## src/hdl/rfnz_pkg.sv

```systemverilog
// Shared constants, codes and controller/datapath interface types for the zone search block.
package rfnz_pkg;

   localparam int MAX_ZONES   = 64;
   localparam int MAX_BEACONS = 16;
   localparam int ZONE_W      = $clog2(MAX_ZONES);
   localparam int SLOT_W      = $clog2(MAX_BEACONS);
   localparam int CNT_W       = SLOT_W + 1;
   localparam int NZ_W        = ZONE_W + 1;
   localparam int MATCH_W     = ZONE_W + 2 * SLOT_W + 1;
   localparam int K_W         = 5;
   localparam int DIST_W      = 16;
   localparam int MAC_W       = 32;
   localparam int RSSI_W      = 8;
   localparam int COORD_W     = 16;
   localparam int CSR_IDX_W   = 2;
   localparam int CSR_DATA_W  = 7;
   localparam int REQ_DATA_W  = 88;
   localparam int RSP_DATA_W  = 56;

   localparam logic [K_W-1:0]    K_RESET   = 5'd3;
   localparam logic [DIST_W-1:0] DIST_INIT = 16'hffff;

   typedef enum logic [1:0] {
      KIND_SLOT  = 2'd0,
      KIND_ZONE  = 2'd1,
      KIND_QUERY = 2'd2,
      KIND_NONE  = 2'd3
   } kind_type;

   typedef enum logic [CSR_IDX_W-1:0] {
      CSR_K_VALUE = 2'd0,
      CSR_ZONES   = 2'd1
   } csr_index_type;

   typedef enum logic [3:0] {
      ST_IDLE,
      ST_CHECK,
      ST_ZREAD,
      ST_ZINIT,
      ST_SREAD,
      ST_CMP,
      ST_ZEND,
      ST_CWAIT,
      ST_DONE
   } state_type;

   typedef struct packed {
      logic accept;
      logic start;
      logic zone_init;
      logic cmp_step;
      logic zone_end;
      logic out_load;
   } cmd_type;

   typedef struct packed {
      logic start_search;
      logic too_few;
      logic zone_empty;
      logic q_last;
      logic j_last;
      logic zone_last;
      logic out_free;
   } status_type;

endpackage

```

## src/hdl/rfnz_ctrl.sv

```systemverilog
// Search sequencer state machine.
module rfnz_ctrl (
   input  logic                clock,
   input  logic                reset,
   input  rfnz_pkg::status_type st,
   output rfnz_pkg::cmd_type   cmd
);

   rfnz_pkg::state_type state_ff, state_in;

   always_ff @(posedge clock) begin
      if (reset) begin
         state_ff <= rfnz_pkg::ST_IDLE;
      end else begin
         state_ff <= state_in;
      end
   end

   always_comb begin
      state_in = state_ff;
      case (state_ff)
         rfnz_pkg::ST_IDLE:  if (st.start_search) state_in = rfnz_pkg::ST_CHECK;
         rfnz_pkg::ST_CHECK: state_in = st.too_few ? rfnz_pkg::ST_DONE : rfnz_pkg::ST_ZREAD;
         rfnz_pkg::ST_ZREAD: state_in = rfnz_pkg::ST_ZINIT;
         rfnz_pkg::ST_ZINIT: state_in = st.zone_empty ? rfnz_pkg::ST_ZEND : rfnz_pkg::ST_SREAD;
         rfnz_pkg::ST_SREAD: state_in = rfnz_pkg::ST_CMP;
         rfnz_pkg::ST_CMP: begin
            if (st.q_last) begin
               state_in = st.j_last ? rfnz_pkg::ST_ZEND : rfnz_pkg::ST_SREAD;
            end
         end
         rfnz_pkg::ST_ZEND:  state_in = st.zone_last ? rfnz_pkg::ST_CWAIT : rfnz_pkg::ST_ZREAD;
         rfnz_pkg::ST_CWAIT: state_in = rfnz_pkg::ST_DONE;
         rfnz_pkg::ST_DONE:  if (st.out_free) state_in = rfnz_pkg::ST_IDLE;
         default:            state_in = rfnz_pkg::ST_IDLE;
      endcase
   end

   always_comb begin
      cmd = '0;
      case (state_ff)
         rfnz_pkg::ST_IDLE:  cmd.accept    = 1'b1;
         rfnz_pkg::ST_CHECK: cmd.start     = 1'b1;
         rfnz_pkg::ST_ZINIT: cmd.zone_init = 1'b1;
         rfnz_pkg::ST_CMP:   cmd.cmp_step  = 1'b1;
         rfnz_pkg::ST_ZEND:  cmd.zone_end  = 1'b1;
         rfnz_pkg::ST_DONE:  cmd.out_load  = st.out_free;
         default:            cmd = '0;
      endcase
   end

`ifndef ASSERT_OFF
   a_done_from_wait: assert property (@(posedge clock) disable iff (reset)
      (state_ff == rfnz_pkg::ST_DONE && $past(state_ff) != rfnz_pkg::ST_DONE)
      |-> ($past(state_ff) == rfnz_pkg::ST_CWAIT || $past(state_ff) == rfnz_pkg::ST_CHECK))
      else $error("result stage entered without finishing search");
   a_one_cmd: assert property (@(posedge clock) disable iff (reset)
      $onehot0(cmd))
      else $error("more than one datapath command");
   a_cmp_after_read: assert property (@(posedge clock) disable iff (reset)
      (cmd.cmp_step && $past(state_ff) != rfnz_pkg::ST_CMP) |-> $past(state_ff) == rfnz_pkg::ST_SREAD)
      else $error("compare without slot read");
`endif

endmodule

```

## config.mk

```make
export PLATFORM = sky130hd
export DESIGN_NAME = rfnz_ctrl
export DESIGN_NICKNAME = d
export VERILOG_FILES = /design/src/hdl/rfnz_pkg.sv /design/src/hdl/rfnz_ctrl.sv
export SDC_FILE = /design/constraint.sdc
export NUM_CORES = 1
export LEC_CHECK = 0
export ABC_CLOCK_PERIOD_IN_PS = 1230
export BUFFER_PORTS_ARGS = -buffer_cell sky130_fd_sc_hd__buf_2
export CAP_MARGIN = 25
export CORE_AREA = 5 5 42 44
export DETAILED_ROUTE_END_ITERATION = 10
export DIE_AREA = 0 0 47 49
export PLACE_DENSITY = 0.55
export SKIP_CTS_REPAIR_TIMING = 1
export SYNTH_ARGS = -nofsm -noshare
export SYNTH_HDL_FRONTEND = slang
export SYNTH_SLANG_ARGS = --single-unit
```

## constraint.sdc

```tcl
create_clock -name clock -period 1.23 [get_ports clock]
set_input_delay 0.246 -clock clock [delete_from_list [all_inputs] [get_ports clock]]
set_output_delay 0.246 -clock clock [all_outputs]
set_load 0.02 [all_outputs]
```

### Word-level counts from Yosys, hierarchy flattened

Cells that the tools add are included.

| cells by class | value |
|---|---|
| equal/unequal tests | 11 |
| multiplexer cells | 14 |
| reduce and logical (&&, ||, !) cells | 2 |

Operators with widths:

| cell | number |
|---|---|
| 4-bit case mux with 9 select lines | 1 |
| 4-bit by 3-bit == test with 1-bit output (second input constant) | 4 |
| 4-bit 2-to-1 mux | 4 |
| 4-bit by 2-bit == test with 1-bit output (second input constant) | 2 |
| 1-bit 2-to-1 mux | 6 |
| 2-bit != test (second input constant) | 3 |
| 4-bit by 1-bit == test with 1-bit output (second input constant) | 1 |
| 4-bit == test (second input constant) | 1 |
| 4-bit zero test | 1 |
| 2-bit 2-to-1 mux | 2 |
| 3-bit 2-to-1 mux | 1 |
| 3-bit AND reduction | 1 |

| word-level totals | value |
|---|---|
| register bits after elaboration | 4 |
| bits of input ports | 9 |
| output and inout port bits | 6 |
| logic and storage cells | 28 |

### Depth between registers and ports, before layout

Gate-level depths: netlist of the first run.

| depth | value |
|---|---|
| word-level depth | 3 |
| gate-level depth with buffers | 4 |
| gate-level depth less buffers | 3 |

### Least setup slack after synthesis of the first run

No wires, ideal clock.

| timing | value |
|---|---|
| kind | reg-to-output |
| start point | reg state_ff[1] |
| end point | out cmd[1] (netlist bit) |
| data arrival time | 1273 ps |
| required time | 984 ps |
| path slack | -289 ps |
| stages on the path, launching flop included | 4 |
| path buffers | 1 |
| path through | dfxtp_1 -> buf_6 -> inv_2 -> nor4b_1 |

RTL lines:

| what | RTL line | RTL |
|---|---|---|
| start, declared | rfnz_ctrl.sv:9 | `rfnz_pkg::state_type state_ff, state_in;` |
| start signal, assigned | rfnz_ctrl.sv:13 | `state_ff <= rfnz_pkg::ST_IDLE;` |
| start signal, assigned | rfnz_ctrl.sv:15 | `state_ff <= state_in;` |
| end, declared | rfnz_ctrl.sv:6 | `output rfnz_pkg::cmd_type cmd` |

==> reports/results.ini, run 1 <==
[setup_path]
cp.depth = 3
worstPathArrival_ns = 1.18
cp_max_fo = 5
path_class = reg -> out
crit_path_max_incr_delay_ns = 0.35
startpoint_type = flip-flop
reg2regPathDepth = 3
cp_data_required_time_ns = 0.98
cp-end-kind = output port
path_cells = buf_6, nor4b_2, buf_4
path_buf_inv = 2
slowest_stage = dfxtp_4
cp_top_family = flip-flops

[clocking]
cts-htree-levels = 1
clk_pin_slew_ns = 0.04
clock-sinks = 4
cts_tree = yes
clock_path_buffers = 2
cts-buffers-inserted = 3
clkLatencyLatePin_ns = 0.23
cts_root_buffer = clkbuf_4

[place]
gp_congestion = 0.657
hpwl_um = 723
io_buffers = 14
dp.cells = 76

[worst_hold_path]
hp-class = in -> reg
hold_depth = 2

[drt]
wl_um = 1000
firstDrtPassIters = 3
routedWlPerCell_um = 12.4
drc = 0
dr.first_iter.drc_count = 7
antenna_left = 0
via_per_inst = 4.98
num_vias = 403

[run]
maxCapViolations = 0

[yosys]
ys_seq_area_frac = 0.246
ys_types = 27
synthCells = 40
ys_ff_latch = 4
synth_nets = 49
ys.warnings.count = 0
synth_area_um2 = 325
avgSynthCellArea_um2 = 8.13

[power_and_ir_drop]
leakage_nw = 0.247
peakVddDrop_uv = 353
p_per_area_nw_per_um2 = 813

[timing]
maxSlewHeadroom = 0.774
final-hold-violation-count = 0
fin_ws_ns = -0.197
fin_skew_ns = 0.00318
tightest_slew_ns = 0.335
rsz0062_at_grt = true
period_minus_slack_ns = 1.43
finalCritPeriodShare = 1.16
drv_slew = 0
setup_viol = 6
max_freq_ghz = 0.701

[layout]
fin_nets = 76
regMostFlops = state_ff
final_common_cell = buf_4
fin_util = 0.427
syn_to_final_growth_pct = 83.8
largest_reg_flops = 4
layout_common_cells = buf_4, buf_2, buf_6
layout.cells.non_filler = 81
largest_registers = state_ff x4
antenna_cells = 0
drive_gt1_frac = 0.692

[floorplan]
fp.dieW_um = 47
die_y_um = 49
dieArea_um2 = 2300
rows = 14
ios = 15
start_util = 0.232
core_um2 = 1400

[outcome]
status = complete, but fails checks
violations = setup timing

[grt]
antenna_found_initial = 0
grt_max_degree = 10
grt_pass1_wl_um = 1470
grt_pass1_vias = 368
overflow = 0
track_usage = 0.0866

==> through the flow <==
step / hold WS, ns / cell area [µm²] / setup TNS, ns / setup slack (ns) / total power [W]
floorplan: 0.319 / 357 / -0.156 / -0.0409 / 0.000231
global placement: 0.515 / 493 / 0 / 0.0138 / 0.000288
detailed placement: 0.520 / 493 / 0 / 0.0113 / 0.000289
CTS: 0.271 / 515 / -1.31 / -0.233 / 0.000459
global route: 0.262 / 598 / -1.29 / -0.263 / 0.000521
finish: 0.264 / 598 / -0.905 / -0.197 / 0.000486
==> per-layer routing <==
metal  track usage  wire [µm]  vias to the layer above
li1              -          -                      205
met1        0.0989        437                      190
met2         0.136        503                        8
met3        0.0221         60                        0
met4        0.0553          0                        0
met5             0          0                        -
==> final timing paths <==
kind	from	slack, ns	endpoint
hold reg to reg	state_ff[3]	0.60	state_ff[2]
setup reg to reg	state_ff[1]	0.03	state_ff[0]
setup / recovery	state_ff[1]	-0.20	cmd[4]
hold / removal	reset	0.26	state_ff[2]
==> kinds of logic after synthesis <==
kind of cell / Yosys count / synth area share
AND/OR/NAND/NOR: 21 / 0.415
buffers and inverters: 5 / 0.100
flip-flops: 4 / 0.246
AO/OA/AOI/OAI: 10 / 0.238
==> where the power goes <==
part           internal (W)  total (W)  leakage (nW)  switching [W]
Sequential         0.000137   0.000148        0.0353      0.0000116
Clock              0.000109   0.000163        0.0138      0.0000535
Combinational     0.0000935   0.000175         0.198      0.0000819
==> cell type report <==
type                            instances  area (µm²)
Fill cell                             145         803
Multi-Input combinational cell         31         269
Sequential cell                         4        92.6
Clock buffer                            3        22.5
Tap cell                               16        20.0
Timing Repair Buffer                   26         190
Inverter                                1        3.75
==> Yosys cell counts (all sizes together) <==
library cell,instances,area [µm²]
buf,4,28.8
and2,1,7.51
nor2,3,11.3
nor4,2,12.5
o2bb2ai,1,8.76
o21ai,3,15.0
nand2,3,11.3
a21o,1,7.51
nand2b,1,8.76
o41ai,1,8.76
nor3b,1,7.51
a211oi,1,7.51
and3b,1,8.76
o31ai,1,7.51
nand3b,1,7.51
nor3,3,20.0
inv,1,3.75
nor4b,3,26.3
a2111oi,1,15.0
o211ai,1,7.51
dfxtp,4,80.1
or4,1,7.51
nor2b,1,6.26
(Power assumes the default switching activity.)
==> run 2, diff against run 1 <==
--- a/config.mk
+++ b/config.mk
@@ -13,6 +13,7 @@
 export DIE_AREA = 0 0 47 49
 export PLACE_DENSITY = 0.55
 export SKIP_CTS_REPAIR_TIMING = 1
+export SKIP_LAST_GASP = 1
 export SYNTH_ARGS = -nofsm -noshare
 export SYNTH_HDL_FRONTEND = slang
 export SYNTH_SLANG_ARGS = --single-unit
==> run 2 against run 1 <==
The flow still finishes with violations (setup timing). Highest routed layer unchanged. Critical endpoint unchanged. Final area shrank 0.84%. Register-to-register slack is essentially flat. Power shrank 0.16%. Clock power is essentially flat. Sequential power is essentially flat. Cell count is the same. Largest power group unchanged. Critical path type unchanged. Clock skew is the same.
==> reports/results.ini, run 2 (synthesis results as in run 1) <==
[layout]
fin_nets = 76
multi_input_area_um2 = 267
layout.cells.non_filler = 81
fillers = 145
seq_area_um2 = 92.6
final_area_um2 = 593
syn_to_final_growth_pct = 82.3
drive_gt1_frac = 0.677
antenna_cells = 0
final_common_cell = buf_4
regMostFlops = state_ff
largest_registers = state_ff x4
largest_reg_flops = 4
layout_common_cells = buf_4, buf_2, buf_6

[timing]
drv_slew = 0
max_freq_ghz = 0.700
tightest_slew_ns = 0.343
final-hold-violation-count = 0
holdWs_ns = 0.264
maxSlewHeadroom = 0.768
fin_ws_ns = -0.199
fin_skew_ns = 0.00318
rsz0062_at_grt = true
period_minus_slack_ns = 1.43
finalCritPeriodShare = 1.16
tns_ns = -0.910
setup_viol = 6

[floorplan]
ios = 15
rows = 14
die_y_um = 49
start_util = 0.232
dieArea_um2 = 2300
core_um2 = 1400
fp.dieW_um = 47

[setup_path]
cp_data_required_time_ns = 0.98
cp_max_fo = 5
rr_endpoint = state_ff[0]
cp-end-kind = output port
path_cells = buf_6, nor4b_2, buf_4
cp-startpoint = state_ff[1]
reg2regPathDepth = 3
worstPathArrival_ns = 1.18
slowest_stage = dfxtp_4
path_buf_inv = 2
reg2reg_slack_ns = 0.03
startpoint_type = flip-flop
timing.rr.start = state_ff[1]
cp.depth = 3
cp_top_family = flip-flops
crit_end = cmd[4]
crit_path_max_incr_delay_ns = 0.35
path_class = reg -> out

[clocking]
cts-htree-levels = 1
clock_path_buffers = 2
clock-sinks = 4
cts-buffers-inserted = 3
clk_pin_slew_ns = 0.04
cts_root_buffer = clkbuf_4
clkLatencyLatePin_ns = 0.23
cts_tree = yes

[power_and_ir_drop]
p_per_area_nw_per_um2 = 819
leakage_nw = 0.247
peakVddDrop_uv = 358

[drt]
routedWlPerCell_um = 12.4
dr.first_iter.drc_count = 5
antenna_left = 0
via_per_inst = 5.00
firstDrtPassIters = 3
wl_um = 1010
drc = 0
num_vias = 405

[run]
maxCapViolations = 0

[grt]
overflow = 0
grt_pass1_vias = 368
track_usage = 0.0866
antenna_found_initial = 0
grt_max_degree = 10
grt_pass1_wl_um = 1470

[place]
hpwl_um = 723
postPlaceCellArea_um2 = 493
gp_congestion = 0.657
dp.cells = 76
io_buffers = 14

[outcome]
violations = setup timing
status = complete, but fails checks

[worst_hold_path]
hp-class = in -> reg

==> run 2: cell counts in the layout (fill, tap and decap cells not counted) <==
Identical to the previous run, type by type.
==> run 2: per-stage QoR <==
| step | power, W | util | setup slack [ns] |
|---|---|---|---|
| after floorplan | 0.000231 | - | -0.0409 |
| after global placement | 0.000288 | 0.352 | 0.0138 |
| after detailed placement | 0.000289 | 0.352 | 0.0113 |
| after CTS | 0.000459 | 0.368 | -0.233 |
| after global routing | 0.000520 | 0.423 | -0.263 |
| final | 0.000485 | 0.423 | -0.199 |
==> run 2: layout make-up <==
| class | instances | area share |
|---|---|---|
| clock buffers | 3 | 0.0380 |
| inverters | 1 | 0.00633 |
| multi-input cells | 31 | 0.449 |
| flip-flops and latches | 4 | 0.156 |
| well taps | 16 | 0.0338 |
| repair buffers | 26 | 0.316 |
==> run 2: worst min-delay path by stage <==
stage / start / end / depth (start not counted)
3_5_place_dp: reset / state_ff[2] / 2
4_1_cts: reset / state_ff[2] / 2
5_1_grt: reset / state_ff[2] / 2
6_report: reset / state_ff[2] / 2
3_3_place_gp: reset / state_ff[2] / 2
2_1_floorplan: reset / state_ff[2] / 1
==> run 2: worst register-to-register path, stage by stage (launching register included) <==
cell	delay [ns]
dfxtp_4	0.35
or4_1	0.54
o31ai_2	0.10
o2bb2ai_1	0.09
==> run 2: routing by layer <==
layer	GRT usage	up-vias	share of wire	wire length (µm)
li1	-	205	-	-
met1	0.0989	192	0.43	435
met2	0.136	8	0.51	511
met3	0.0221	0	0.059	59
met4	0.0553	0	0	0
met5	0	-	0	0
==> run 2: power by group <==
part           leakage [nW]  internal [W]  switching, W
Sequential           0.0353      0.000137     0.0000116
Combinational         0.197     0.0000933     0.0000814
Clock                0.0138      0.000109     0.0000535
Total                 0.247      0.000339      0.000147
==> run 3, diff against run 2 <==
--- a/config.mk
+++ b/config.mk
@@ -17,3 +17,4 @@
 export SYNTH_ARGS = -nofsm -noshare
 export SYNTH_HDL_FRONTEND = slang
 export SYNTH_SLANG_ARGS = --single-unit
+export TNS_END_PERCENT = 50
==> run 3 against run 2 <==
The flow still finishes with violations (setup timing). Clock power barely moved. Combinational power fell by 6%. Via count fell by 2.2%. Routed wire length fell by 7.3%. Clock skew fell by 0.0016 ns. Global-route usage did not move. Power fell by 2.1%. Critical endpoint unchanged. Largest cell class unchanged. Highest routed layer unchanged.
==> reports/results.ini, run 3 (synthesis results as in run 1) <==
[outcome]
status = complete, but fails checks
violations = setup timing

[layout]
syn_to_final_growth_pct = 75.8
drive_gt1_frac = 0.656
fin_nets = 75
seq_area_um2 = 92.6
largest_registers = state_ff x4
largest_reg_flops = 4
regMostFlops = state_ff
layout.cells.non_filler = 80
multi_input_area_um2 = 262
fillers = 148
layout_common_cells = buf_2, buf_4
final_area_um2 = 572
antenna_cells = 0

[worst_hold_path]
hp-class = in -> reg
hold_depth = 2

[floorplan]
fp.dieW_um = 47
die_y_um = 49
rows = 14
core_um2 = 1400
start_util = 0.232
ios = 15
dieArea_um2 = 2300

[power_and_ir_drop]
peakVddDrop_uv = 357
p_sw_frac = 0.299
p_seq_frac = 0.312
p_int_w = 0.000333
leakage_nw = 0.238
power.switching_w = 0.000142
p_comb_frac = 0.347
p_per_area_nw_per_um2 = 831
clkPwrFrac = 0.341

[grt]
antenna_found_initial = 0
grt_max_degree = 10
grt_pass1_vias = 368
grt_pass1_wl_um = 1470
track_usage = 0.0866
overflow = 0

[clocking]
cts-buffers-inserted = 3
cts_root_buffer = clkbuf_4
clkLatencyLatePin_ns = 0.23
cts_tree = yes
clk_pin_slew_ns = 0.04
clock_path_buffers = 2
clock-sinks = 4
cts-htree-levels = 1

[timing]
tightest_slew_ns = 0.363
max_freq_ghz = 0.708
maxSlewHeadroom = 0.756
drv_slew = 0
fin_skew_ns = 0.00157
rsz0062_at_grt = true
finalCritPeriodShare = 1.15
setup_viol = 7
period_minus_slack_ns = 1.41
final-hold-violation-count = 0
fin_ws_ns = -0.182
tns_ns = -0.927

[place]
postPlaceCellArea_um2 = 493
gp_congestion = 0.657
io_buffers = 14
dp.cells = 76
dp_slack_ns = 0.0113
hpwl_um = 723

[drt]
routedWlPerCell_um = 11.7
num_vias = 396
drc = 0
wl_um = 933
firstDrtPassIters = 4
antenna_left = 0
via_per_inst = 4.95
dr.first_iter.drc_count = 5

[setup_path]
cp-end-kind = output port
crit_path_max_incr_delay_ns = 0.35
cp_top_family = flip-flops
reg2regPathDepth = 4
startpoint_type = flip-flop
worstPathArrival_ns = 1.17
cp_data_required_time_ns = 0.98
path_class = reg -> out
path_buf_inv = 2
cp.depth = 3
cp_max_fo = 6
path_cells = buf_6, nor4b_2, buf_2
slowest_stage = dfxtp_4

[run]
maxCapViolations = 0

## run 3: cell types whose count changed in the layout (fill, tap and decap cells not counted)
cell / previous run / this run
o31ai_1: 0 / 1
buf_6: 4 / 3
buf_4: 13 / 11
buf_2: 9 / 11
o31ai_2: 1 / 0
## run 3: layout make-up
cell class              count  area share
clock buffers               3      0.0394
inverters                   1     0.00656
multi-input cells          31       0.457
flip-flops and latches      4       0.162
well taps                  16      0.0350
repair buffers             25       0.300
## run 3: worst paths after layout
path / start / to / slack [ns]
hold / removal: reset / state_ff[2] / 0.26
setup reg to reg: state_ff[0] / state_ff[1] / -0.01
setup / recovery: state_ff[1] / cmd[4] / -0.18
hold reg to reg: state_ff[3] / state_ff[2] / 0.60
## run 3: through the flow
| stage | hold WS, ns | util | power (W) |
|---|---|---|---|
| floorplan | 0.319 | - | 0.000231 |
| global placement | 0.515 | 0.352 | 0.000288 |
| detailed placement | 0.520 | 0.352 | 0.000289 |
| CTS | 0.271 | 0.368 | 0.000459 |
| global route | 0.262 | 0.408 | 0.000510 |
| finish | 0.262 | 0.408 | 0.000475 |
## run 3: metal layers
layer  wire length, µm  global-route usage  vias up
li1                  -                   -      203
met3                71              0.0221        0
met4                 0              0.0553        0
met5                 0                   0        -
met2               451               0.136       13
met1               410              0.0989      180
## run 3: power by group through the flow
stage	Clock (W)	Sequential (W)	Combinational, W
4_1_cts	0.000171	0.000148	0.000140
2_1_floorplan	0	0.000145	0.0000858
3_5_place_dp	0	0.000150	0.000139
5_1_grt	0.000183	0.000150	0.000177
6_report	0.000162	0.000148	0.000165
3_3_place_gp	0	0.000150	0.000138
